--- config.mk ---
export PLATFORM = sky130hd
export DESIGN_NAME = arp_cache_with_aging_core
export DESIGN_NICKNAME = d
export VERILOG_FILES = /design/src/hdl/arpc_pkg.sv /design/src/hdl/arp_cache_with_aging_core.sv /design/src/hdl/arpc_cell.sv
export SDC_FILE = /design/constraint.sdc
export NUM_CORES = 2
export LEC_CHECK = 0
export ABC_AREA = 1
export BUFFER_PORTS_ARGS = -buffer_cell sky130_fd_sc_hd__buf_4
export CAP_MARGIN = 20
export CORE_ASPECT_RATIO = 0.7
export CORE_UTILIZATION = 40
export DETAILED_ROUTE_END_ITERATION = 12
export GPL_TIMING_DRIVEN = 0
export PLACE_DENSITY = 0.68
export SYNTH_ARGS = -nofsm -noshare
export SYNTH_HDL_FRONTEND = slang
export SYNTH_SLANG_ARGS = --single-unit
--- constraint.sdc ---
create_clock -name aclk -period 8.1 [get_ports aclk]
set_clock_uncertainty 0.15 [all_clocks]
set_input_delay 2.43 -clock aclk [delete_from_list [all_inputs] [get_ports aclk]]
set_output_delay 2.43 -clock aclk [all_outputs]
set_load 0.02 [all_outputs]
--- src/hdl/arpc_pkg.sv ---
// shared types and constants for the arp cache with aging
// used by arpc_cell and arp_cache_with_aging_core; no dependencies
`default_nettype none

package arpc_pkg;

    localparam int ENTRIES_DEF = 8;
    // wide enough to hold the largest entry count, 64
    localparam int IDX_W = 7;

    typedef logic [IDX_W-1:0] arpc_idx_t;

    typedef enum logic [1:0] {
        OP_TICK   = 2'd0,
        OP_LEARN  = 2'd1,
        OP_LOOKUP = 2'd2,
        OP_NOP    = 2'd3
    } arpc_op_t;

    typedef enum logic [1:0] {
        ST_IDLE,
        ST_WALK,
        ST_FINISH
    } arpc_state_t;

    localparam logic [1:0] REG_SUBNET_MASK = 2'd0;
    localparam logic [1:0] REG_GATEWAY     = 2'd1;
    localparam logic [1:0] REG_LIFETIME    = 2'd2;

    // request token walking the row of cells
    typedef struct packed {
        logic      active;
        arpc_op_t  op;
        logic [31:0] addr;
        logic [47:0] mac;
        logic      hit;
        arpc_idx_t hit_idx;
        logic      free_ok;
        arpc_idx_t free_idx;
        logic [47:0] mac_res;
    } arpc_tok_t;

    // write broadcast issued once the walk of a learn is done
    typedef struct packed {
        logic      we;
        logic      fill;
        arpc_idx_t idx;
        logic [31:0] addr;
        logic [47:0] mac;
        logic [7:0]  age;
    } arpc_wr_t;

endpackage

`default_nettype wire

--- src/hdl/arp_cache_with_aging_core.sv ---
// arp cache with aging: request control, configuration registers and row of cells
// depends on arpc_pkg and arpc_cell
//
// usage:
//   s_ channel carries one request: tuser holds the opcode (tick, learn,
//   lookup, no-op), tdata the ipv4 address and the mac address to learn.
//   m_ channel returns exactly one result per request: found, entry index
//   (ENTRIES when nothing matched), mac of the matched entry and a drop flag
//   for a learn that found neither a match nor a free entry.
//   cfg_ channel writes subnet mask, gateway address and entry lifetime;
//   cfg_ready is always high, writes are meant for an idle block.
// timing:
//   a request walks the row of ENTRIES cells one cell per cycle, the first
//   cell in the accept cycle; the token leaving the last cell is registered
//   in res_reg, then the finish state, once the output register is free,
//   writes back a learn and loads the result; one request at a time.
//   s_tready is high whenever no request is in flight, even while a result
//   still waits in the output register.
// reset: all entries free with age zero, registers at their reset values.
// stall: a held result keeps the next request waiting at the end of its walk.
`default_nettype none

module arp_cache_with_aging_core #(
    parameter int ENTRIES = arpc_pkg::ENTRIES_DEF
) (
    input  wire logic        aclk,
    input  wire logic        aresetn,
    input  wire logic        s_tvalid,
    output logic             s_tready,
    // [31:0] ip_address, [79:32] mac_address
    input  wire logic [79:0] s_tdata,
    // [1:0] opcode
    input  wire logic [1:0]  s_tuser,
    output logic             m_tvalid,
    input  wire logic        m_tready,
    // [0] found, [4:1] entry_index, [52:5] mac_result, [53] dropped, [55:54] zero
    output logic [55:0]      m_tdata,
    input  wire logic        cfg_valid,
    output logic             cfg_ready,
    input  wire logic [1:0]  cfg_index,
    input  wire logic [31:0] cfg_data
);
    import arpc_pkg::*;

    localparam arpc_idx_t NONE_IDX = IDX_W'(ENTRIES);

    logic [31:0] mask_reg;
    logic [31:0] gw_reg;
    logic [7:0]  life_reg;

    arpc_state_t state_reg, state_next;
    arpc_tok_t   head_tok;
    arpc_tok_t   tok [ENTRIES+1];
    arpc_tok_t   res_reg;
    arpc_wr_t    wr;

    logic        s_accept;
    logic        out_load;
    logic        m_valid_reg, m_valid_next;
    logic [55:0] m_data_reg, m_data_next;
    arpc_op_t    in_op;
    logic [31:0] in_ip;
    logic        res_found;
    logic        res_drop;

    assign cfg_ready = 1'b1;

    always_ff @(posedge aclk) begin
        if (!aresetn) begin
            mask_reg <= 32'hFFFF_FF00;
            gw_reg   <= 32'd0;
            life_reg <= 8'd254;
        end else if (cfg_valid) begin
            unique case (cfg_index)
                REG_SUBNET_MASK: mask_reg <= cfg_data;
                REG_GATEWAY:     gw_reg   <= cfg_data;
                REG_LIFETIME:    life_reg <= cfg_data[7:0];
                default: begin
                end
            endcase
        end
    end

    assign in_op    = arpc_op_t'(s_tuser);
    assign in_ip    = s_tdata[31:0];
    assign s_accept = s_tvalid && s_tready;

    // head token, off-subnet lookups go to the gateway
    always_comb begin
        head_tok        = '0;
        head_tok.active = s_accept;
        head_tok.op     = in_op;
        head_tok.addr   = in_ip;
        head_tok.mac    = s_tdata[79:32];
        if ((in_op == OP_LOOKUP) && ((in_ip & mask_reg) != (gw_reg & mask_reg))) begin
            head_tok.addr = gw_reg;
        end
    end

    assign tok[0] = head_tok;

    for (genvar i = 0; i < ENTRIES; i++) begin : g_cell
        arpc_cell #(
            .CELL_ID (i)
        ) u_cell (
            .aclk    (aclk),
            .aresetn (aresetn),
            .tok_in  (tok[i]),
            .wr      (wr),
            .tok_out (tok[i+1])
        );
    end

    assign res_found = (res_reg.op == OP_LOOKUP) && res_reg.hit;
    assign res_drop  = (res_reg.op == OP_LEARN) && (res_reg.addr != 32'd0)
                       && !res_reg.hit && !res_reg.free_ok;

    always_comb begin
        state_next = state_reg;
        s_tready   = 1'b0;
        out_load   = 1'b0;
        unique case (state_reg)
            ST_IDLE: begin
                s_tready = 1'b1;
                if (s_tvalid) begin
                    state_next = ST_WALK;
                end
            end
            ST_WALK: begin
                if (tok[ENTRIES].active) begin
                    state_next = ST_FINISH;
                end
            end
            ST_FINISH: begin
                if (!m_valid_reg || m_tready) begin
                    out_load   = 1'b1;
                    state_next = ST_IDLE;
                end
            end
            default: begin
                state_next = ST_IDLE;
            end
        endcase
    end

    // learn write-back: refresh the match, else fill the first free entry
    always_comb begin
        wr.we   = out_load && (res_reg.op == OP_LEARN) && (res_reg.addr != 32'd0)
                  && (res_reg.hit || res_reg.free_ok);
        wr.fill = !res_reg.hit;
        wr.idx  = res_reg.hit ? res_reg.hit_idx : res_reg.free_idx;
        wr.addr = res_reg.addr;
        wr.mac  = res_reg.mac;
        wr.age  = life_reg;
    end

    always_comb begin
        m_data_next  = m_data_reg;
        m_valid_next = m_valid_reg;
        if (m_tready) begin
            m_valid_next = 1'b0;
        end
        if (out_load) begin
            m_valid_next      = 1'b1;
            m_data_next       = '0;
            m_data_next[0]    = res_found;
            m_data_next[4:1]  = res_found ? res_reg.hit_idx[3:0] : NONE_IDX[3:0];
            m_data_next[52:5] = res_found ? res_reg.mac_res : 48'd0;
            m_data_next[53]   = res_drop;
        end
    end

    always_ff @(posedge aclk) begin
        if (!aresetn) begin
            state_reg   <= ST_IDLE;
            m_valid_reg <= 1'b0;
        end else begin
            state_reg   <= state_next;
            m_valid_reg <= m_valid_next;
        end
    end

    always_ff @(posedge aclk) begin
        m_data_reg <= m_data_next;
        if (tok[ENTRIES].active) begin
            res_reg <= tok[ENTRIES];
        end
    end

    assign m_tvalid = m_valid_reg;
    assign m_tdata  = m_data_reg;

`ifndef SYNTHESIS
    a_accept_starts_walk: assert property (@(posedge aclk) disable iff (!aresetn)
        s_accept |=> (state_reg == ST_WALK))
        else $error("accepted request did not start a walk");

    a_tail_only_in_walk: assert property (@(posedge aclk) disable iff (!aresetn)
        tok[ENTRIES].active |-> (state_reg == ST_WALK))
        else $error("token left the row outside a walk");

    a_hit_in_range: assert property (@(posedge aclk) disable iff (!aresetn)
        ((state_reg == ST_FINISH) && res_reg.hit) |-> (res_reg.hit_idx < NONE_IDX))
        else $error("hit index beyond the table");

    a_write_only_learn: assert property (@(posedge aclk) disable iff (!aresetn)
        wr.we |-> ((res_reg.op == OP_LEARN) && (state_reg == ST_FINISH)))
        else $error("entry write outside a learn");

    a_load_sets_valid: assert property (@(posedge aclk) disable iff (!aresetn)
        out_load |=> (m_tvalid && !(m_tdata[0] && m_tdata[53])))
        else $error("result load lost or both found and dropped");
`endif

endmodule

`default_nettype wire

--- src/hdl/arpc_cell.sv ---
// one cache entry: address, mac and age, plus the token stage in front of it
// depends on arpc_pkg
`default_nettype none

module arpc_cell #(
    parameter int CELL_ID = 0
) (
    input  wire logic              aclk,
    input  wire logic              aresetn,
    input  wire arpc_pkg::arpc_tok_t tok_in,
    input  wire arpc_pkg::arpc_wr_t  wr,
    output arpc_pkg::arpc_tok_t    tok_out
);
    import arpc_pkg::*;

    logic [31:0] ip_reg, ip_next;
    logic [7:0]  age_reg, age_next;
    logic [47:0] mac_reg, mac_next;
    arpc_tok_t   tok_reg, tok_next;
    logic        occupied;
    logic        match;
    logic        wr_sel;

    assign occupied = (ip_reg != 32'd0);
    assign match    = (tok_in.addr != 32'd0) && (ip_reg == tok_in.addr);
    assign wr_sel   = wr.we && (wr.idx == IDX_W'(CELL_ID));

    always_comb begin
        tok_next = tok_in;
        ip_next  = ip_reg;
        age_next = age_reg;
        mac_next = mac_reg;
        if (tok_in.active) begin
            unique case (tok_in.op)
                OP_TICK: begin
                    if (occupied) begin
                        if (age_reg == 8'd0) begin
                            ip_next = 32'd0;
                        end else begin
                            age_next = age_reg - 8'd1;
                        end
                    end
                end
                OP_LEARN: begin
                    if (match && !tok_in.hit) begin
                        tok_next.hit     = 1'b1;
                        tok_next.hit_idx = IDX_W'(CELL_ID);
                    end
                    if (!occupied && !tok_in.free_ok) begin
                        tok_next.free_ok  = 1'b1;
                        tok_next.free_idx = IDX_W'(CELL_ID);
                    end
                end
                OP_LOOKUP: begin
                    if (match && !tok_in.hit) begin
                        tok_next.hit     = 1'b1;
                        tok_next.hit_idx = IDX_W'(CELL_ID);
                        tok_next.mac_res = mac_reg;
                    end
                end
                OP_NOP: begin
                end
            endcase
        end
        if (wr_sel) begin
            age_next = wr.age;
            if (wr.fill) begin
                ip_next  = wr.addr;
                mac_next = wr.mac;
            end
        end
    end

    always_ff @(posedge aclk) begin
        if (!aresetn) begin
            ip_reg  <= 32'd0;
            age_reg <= 8'd0;
            tok_reg <= '0;
        end else begin
            ip_reg  <= ip_next;
            age_reg <= age_next;
            tok_reg <= tok_next;
        end
    end

    always_ff @(posedge aclk) begin
        mac_reg <= mac_next;
    end

    assign tok_out = tok_reg;

endmodule

`default_nettype wire

==> results.ini <==
[logic_synthesis]
async_flop_share=0
ys.flop_type=dfxtp_1
netlist.area_leader.share=0.400
synth_top_area_cell=dfxtp_1
synth_cell_types=48
ys_warn_count=0
ys_seq_area_frac=0.631
synthTopCellsByArea=dfxtp_1 40%, edfxtp_1 23%, inv_1 6.9%
postSynthAreaPerCell_um2=9.13
syn_area_mm2=0.0748
synth_seq_cells=2069
syn_inst=8194
synth_edf_count=576

[setup_path]
r2r-end=g_cell[0].u_cell.mac_reg[3]$_DFFE_PP_
crit_fanout=10
critPathRequiredTime_ns=8.72
path_depth=17
slowest_stage=nand4_1
critPathBufInv=6
cp_cell_sequence=buf_4 -> inv_1 -> ha_1 -> clkbuf_1 -> buf_1 -> nand3b_1 -> nand2_1 -> nand2_1 -> nand2_1 -> nand2_1 -> nor2_1 -> nand2_1 -> nor2_1 -> nand4_1 -> buf_2 -> buf_6 -> nor2_2
path_class=in -> reg
reg2reg_depth=11
r2r_setup_slack_ns=2.54
crit_top_cell=nand2_1
critical_path_arrival_ns=6.55
r2r-start=res_reg[112]$_DFFE_PP_
crit_path_end_kind=flip-flop
timing.critical_path.max_delay_family=simple AND/OR/NAND/NOR gates
cp-start-kind=primary input
cpPeakStageDelay_ns=0.53

[timing]
period_needed_ns=5.94
finalCritPeriodShare=0.733
tightestPinTransition_ns=1.31
fmax_mhz=168
maxSlewViolCount=0
setup_viol=0
rsz0062_at_grt=false
hold_viol=0
relSlewSlack=0.121
setup_ws_ns=2.16

[clock_network]
insertion_delay_ns=0.85
postCtsSetupRepairBufs=0
cts_tree=done
root_buffer=clkbuf_16
cts.sinks=2069
ctsLongestPathBuffers=3
cts_resized=0
cts_max_level=4
path_clk_slew_ns=0.06
cts-buffers-inserted=193
hold_buffers=0

[placement]
hpwlAfterDp_mm=180
dp_slack_ns=1.36
place.gp.congestion=0.979
postPlaceCellArea_mm2=0.0801
io_buffers=175

[global_routing]
grt_pass1_wl_mm=342
busiest_layer=met1
grt_usage=0.246
grtUsageMet2=0.329
grtUsageMet1=0.392
antenna_found_initial=21
grt_max_degree=59
grt_pass1_vias=51721
grt_overflow_total=0
met3_usage=0.0596

[finish]
area_delta_synth_final_pct=16.2
stdcell_area_mm2=0.0869
largest_register_ffs=1098
fin_util=0.469
drive_gt1_frac=0.0750
fillers=17476
mostFrequentLayoutCell=dfxtp_1
layout_common_cells=1492 x dfxtp_1, 1377 x inv_1, 1292 x nand2_1
finalNetCount=8777

[route]
vias_per_cell=4.93
drcViolationCount=10
via_count=55577
ant_nets=0
drt_iter0_markers=6023
drt_wl_total_mm=235
routedWlPerCell_um=20.8
drt-pass1-iter-count=12

[floorplanning]
dieArea_mm2=0.189
row_count=132
die_height_um=364
ioPinCount=180
core_mm2=0.185
fp.dieW_um=519
start_util=0.404

[worst_hold_path]
worstHoldPathCells=0
hold_class=reg -> reg
holdPathEnd=res_reg[50]$_DFFE_PP_
min_from=g_cell[7].u_cell.tok_out[50]$_SDFF_PN0_

[power]
ir_drop_mv=0.219
p_leak_nw=37.3
power_density_mw_per_mm2=239

[run_status]
violations=DRC
status=complete, but fails checks

[flow_run]
cap_viol_max_count=0

## logic make-up (layout without fill, tap and decap cells)
group | Yosys count | in the layout | share of synthesized area
AND/OR/NAND/NOR | 3083 | 3083 | 0.170
flip-flops | 2069 | 2069 | 0.631
buffers and inverters | 1819 | 2410 | 0.0923
AO/OA/AOI/OAI | 1032 | 1032 | 0.0827
XOR/XNOR | 149 | 149 | 0.0175
adder cells (fa/ha/maj) | 40 | 40 | 0.00669
other | 2 | 5 | 0.000100
## per-layer routing
metal | wire [um] | vias to the layer above
li1 | - | 26718
met1 | 117000 | 26271
met2 | 88600 | 2284
met3 | 25200 | 298
met4 | 3880 | 6
met5 | 32 | -
## area by class of cell
cell class | instances | area, um^2 | share of cell area
flip-flops and latches | 2069 | 47200 | 0.543
multi-input cells | 4307 | 20700 | 0.239
clock buffers | 275 | 5590 | 0.0643
inverters | 1415 | 5310 | 0.0611
well taps | 2479 | 3100 | 0.0357
repair buffers | 226 | 2180 | 0.0251
plain buffers | 404 | 1600 | 0.0185
clock inverters | 90 | 1160 | 0.0133
diodes | 2 | 5.00 | 0.0000576
## synthesized netlist by cell type, drive strengths merged (106+ instances only)
library cell	n
clkbuf	343
nor3	128
edfxtp	576
a21oi	192
nand2	1294
dfxtp	1493
o21ai	440
a31oi	113
inv	1412
a211oi	106
nor4	143
nand3	215
nor2	1201
## power breakdown
group | total (mW) | internal [mW] | switching (mW) | leakage [nW]
Clock | 9.43 | 5.30 | 4.13 | 3.26
Combinational | 0.612 | 0.184 | 0.428 | 18.1
Sequential | 10.8 | 10.7 | 0.0922 | 15.9
Total | 20.8 | 16.1 | 4.65 | 37.3
## metrics by stage
stage / hold slack [ns] / cells / total power, mW / TNS [ns]
floorplan: 0.236 / 8195 / 11.3 / 0
global placement: 0.236 / 10849 / 11.6 / -728.39
detailed placement: 0.239 / 10896 / 11.6 / 0
CTS: 0.230 / 11261 / 20.9 / 0
global route: 0.238 / 11265 / 21.4 / 0
finish: 0.235 / 11267 / 20.8 / 0
## worst max path at each step
stage | end | from | slack, ns
after floorplan | g_cell[1].u_cell.ip_reg[15]$_SDFF_PN0_ | m_tready | 0.55
after global placement | g_cell[5].u_cell.ip_reg[19]$_SDFF_PN0_ | m_tready | -3.04
after detailed placement | g_cell[0].u_cell.mac_reg[26]$_DFFE_PP_ | m_tready | 1.36
after CTS | g_cell[0].u_cell.mac_reg[4]$_DFFE_PP_ | m_tready | 2.21
after global routing | g_cell[0].u_cell.mac_reg[3]$_DFFE_PP_ | m_tready | 2.05
final | g_cell[0].u_cell.tok_out[37]$_SDFF_PN0_ | s_tuser[0] | 2.16
Note: power is estimated with default switching activity, not from simulation.
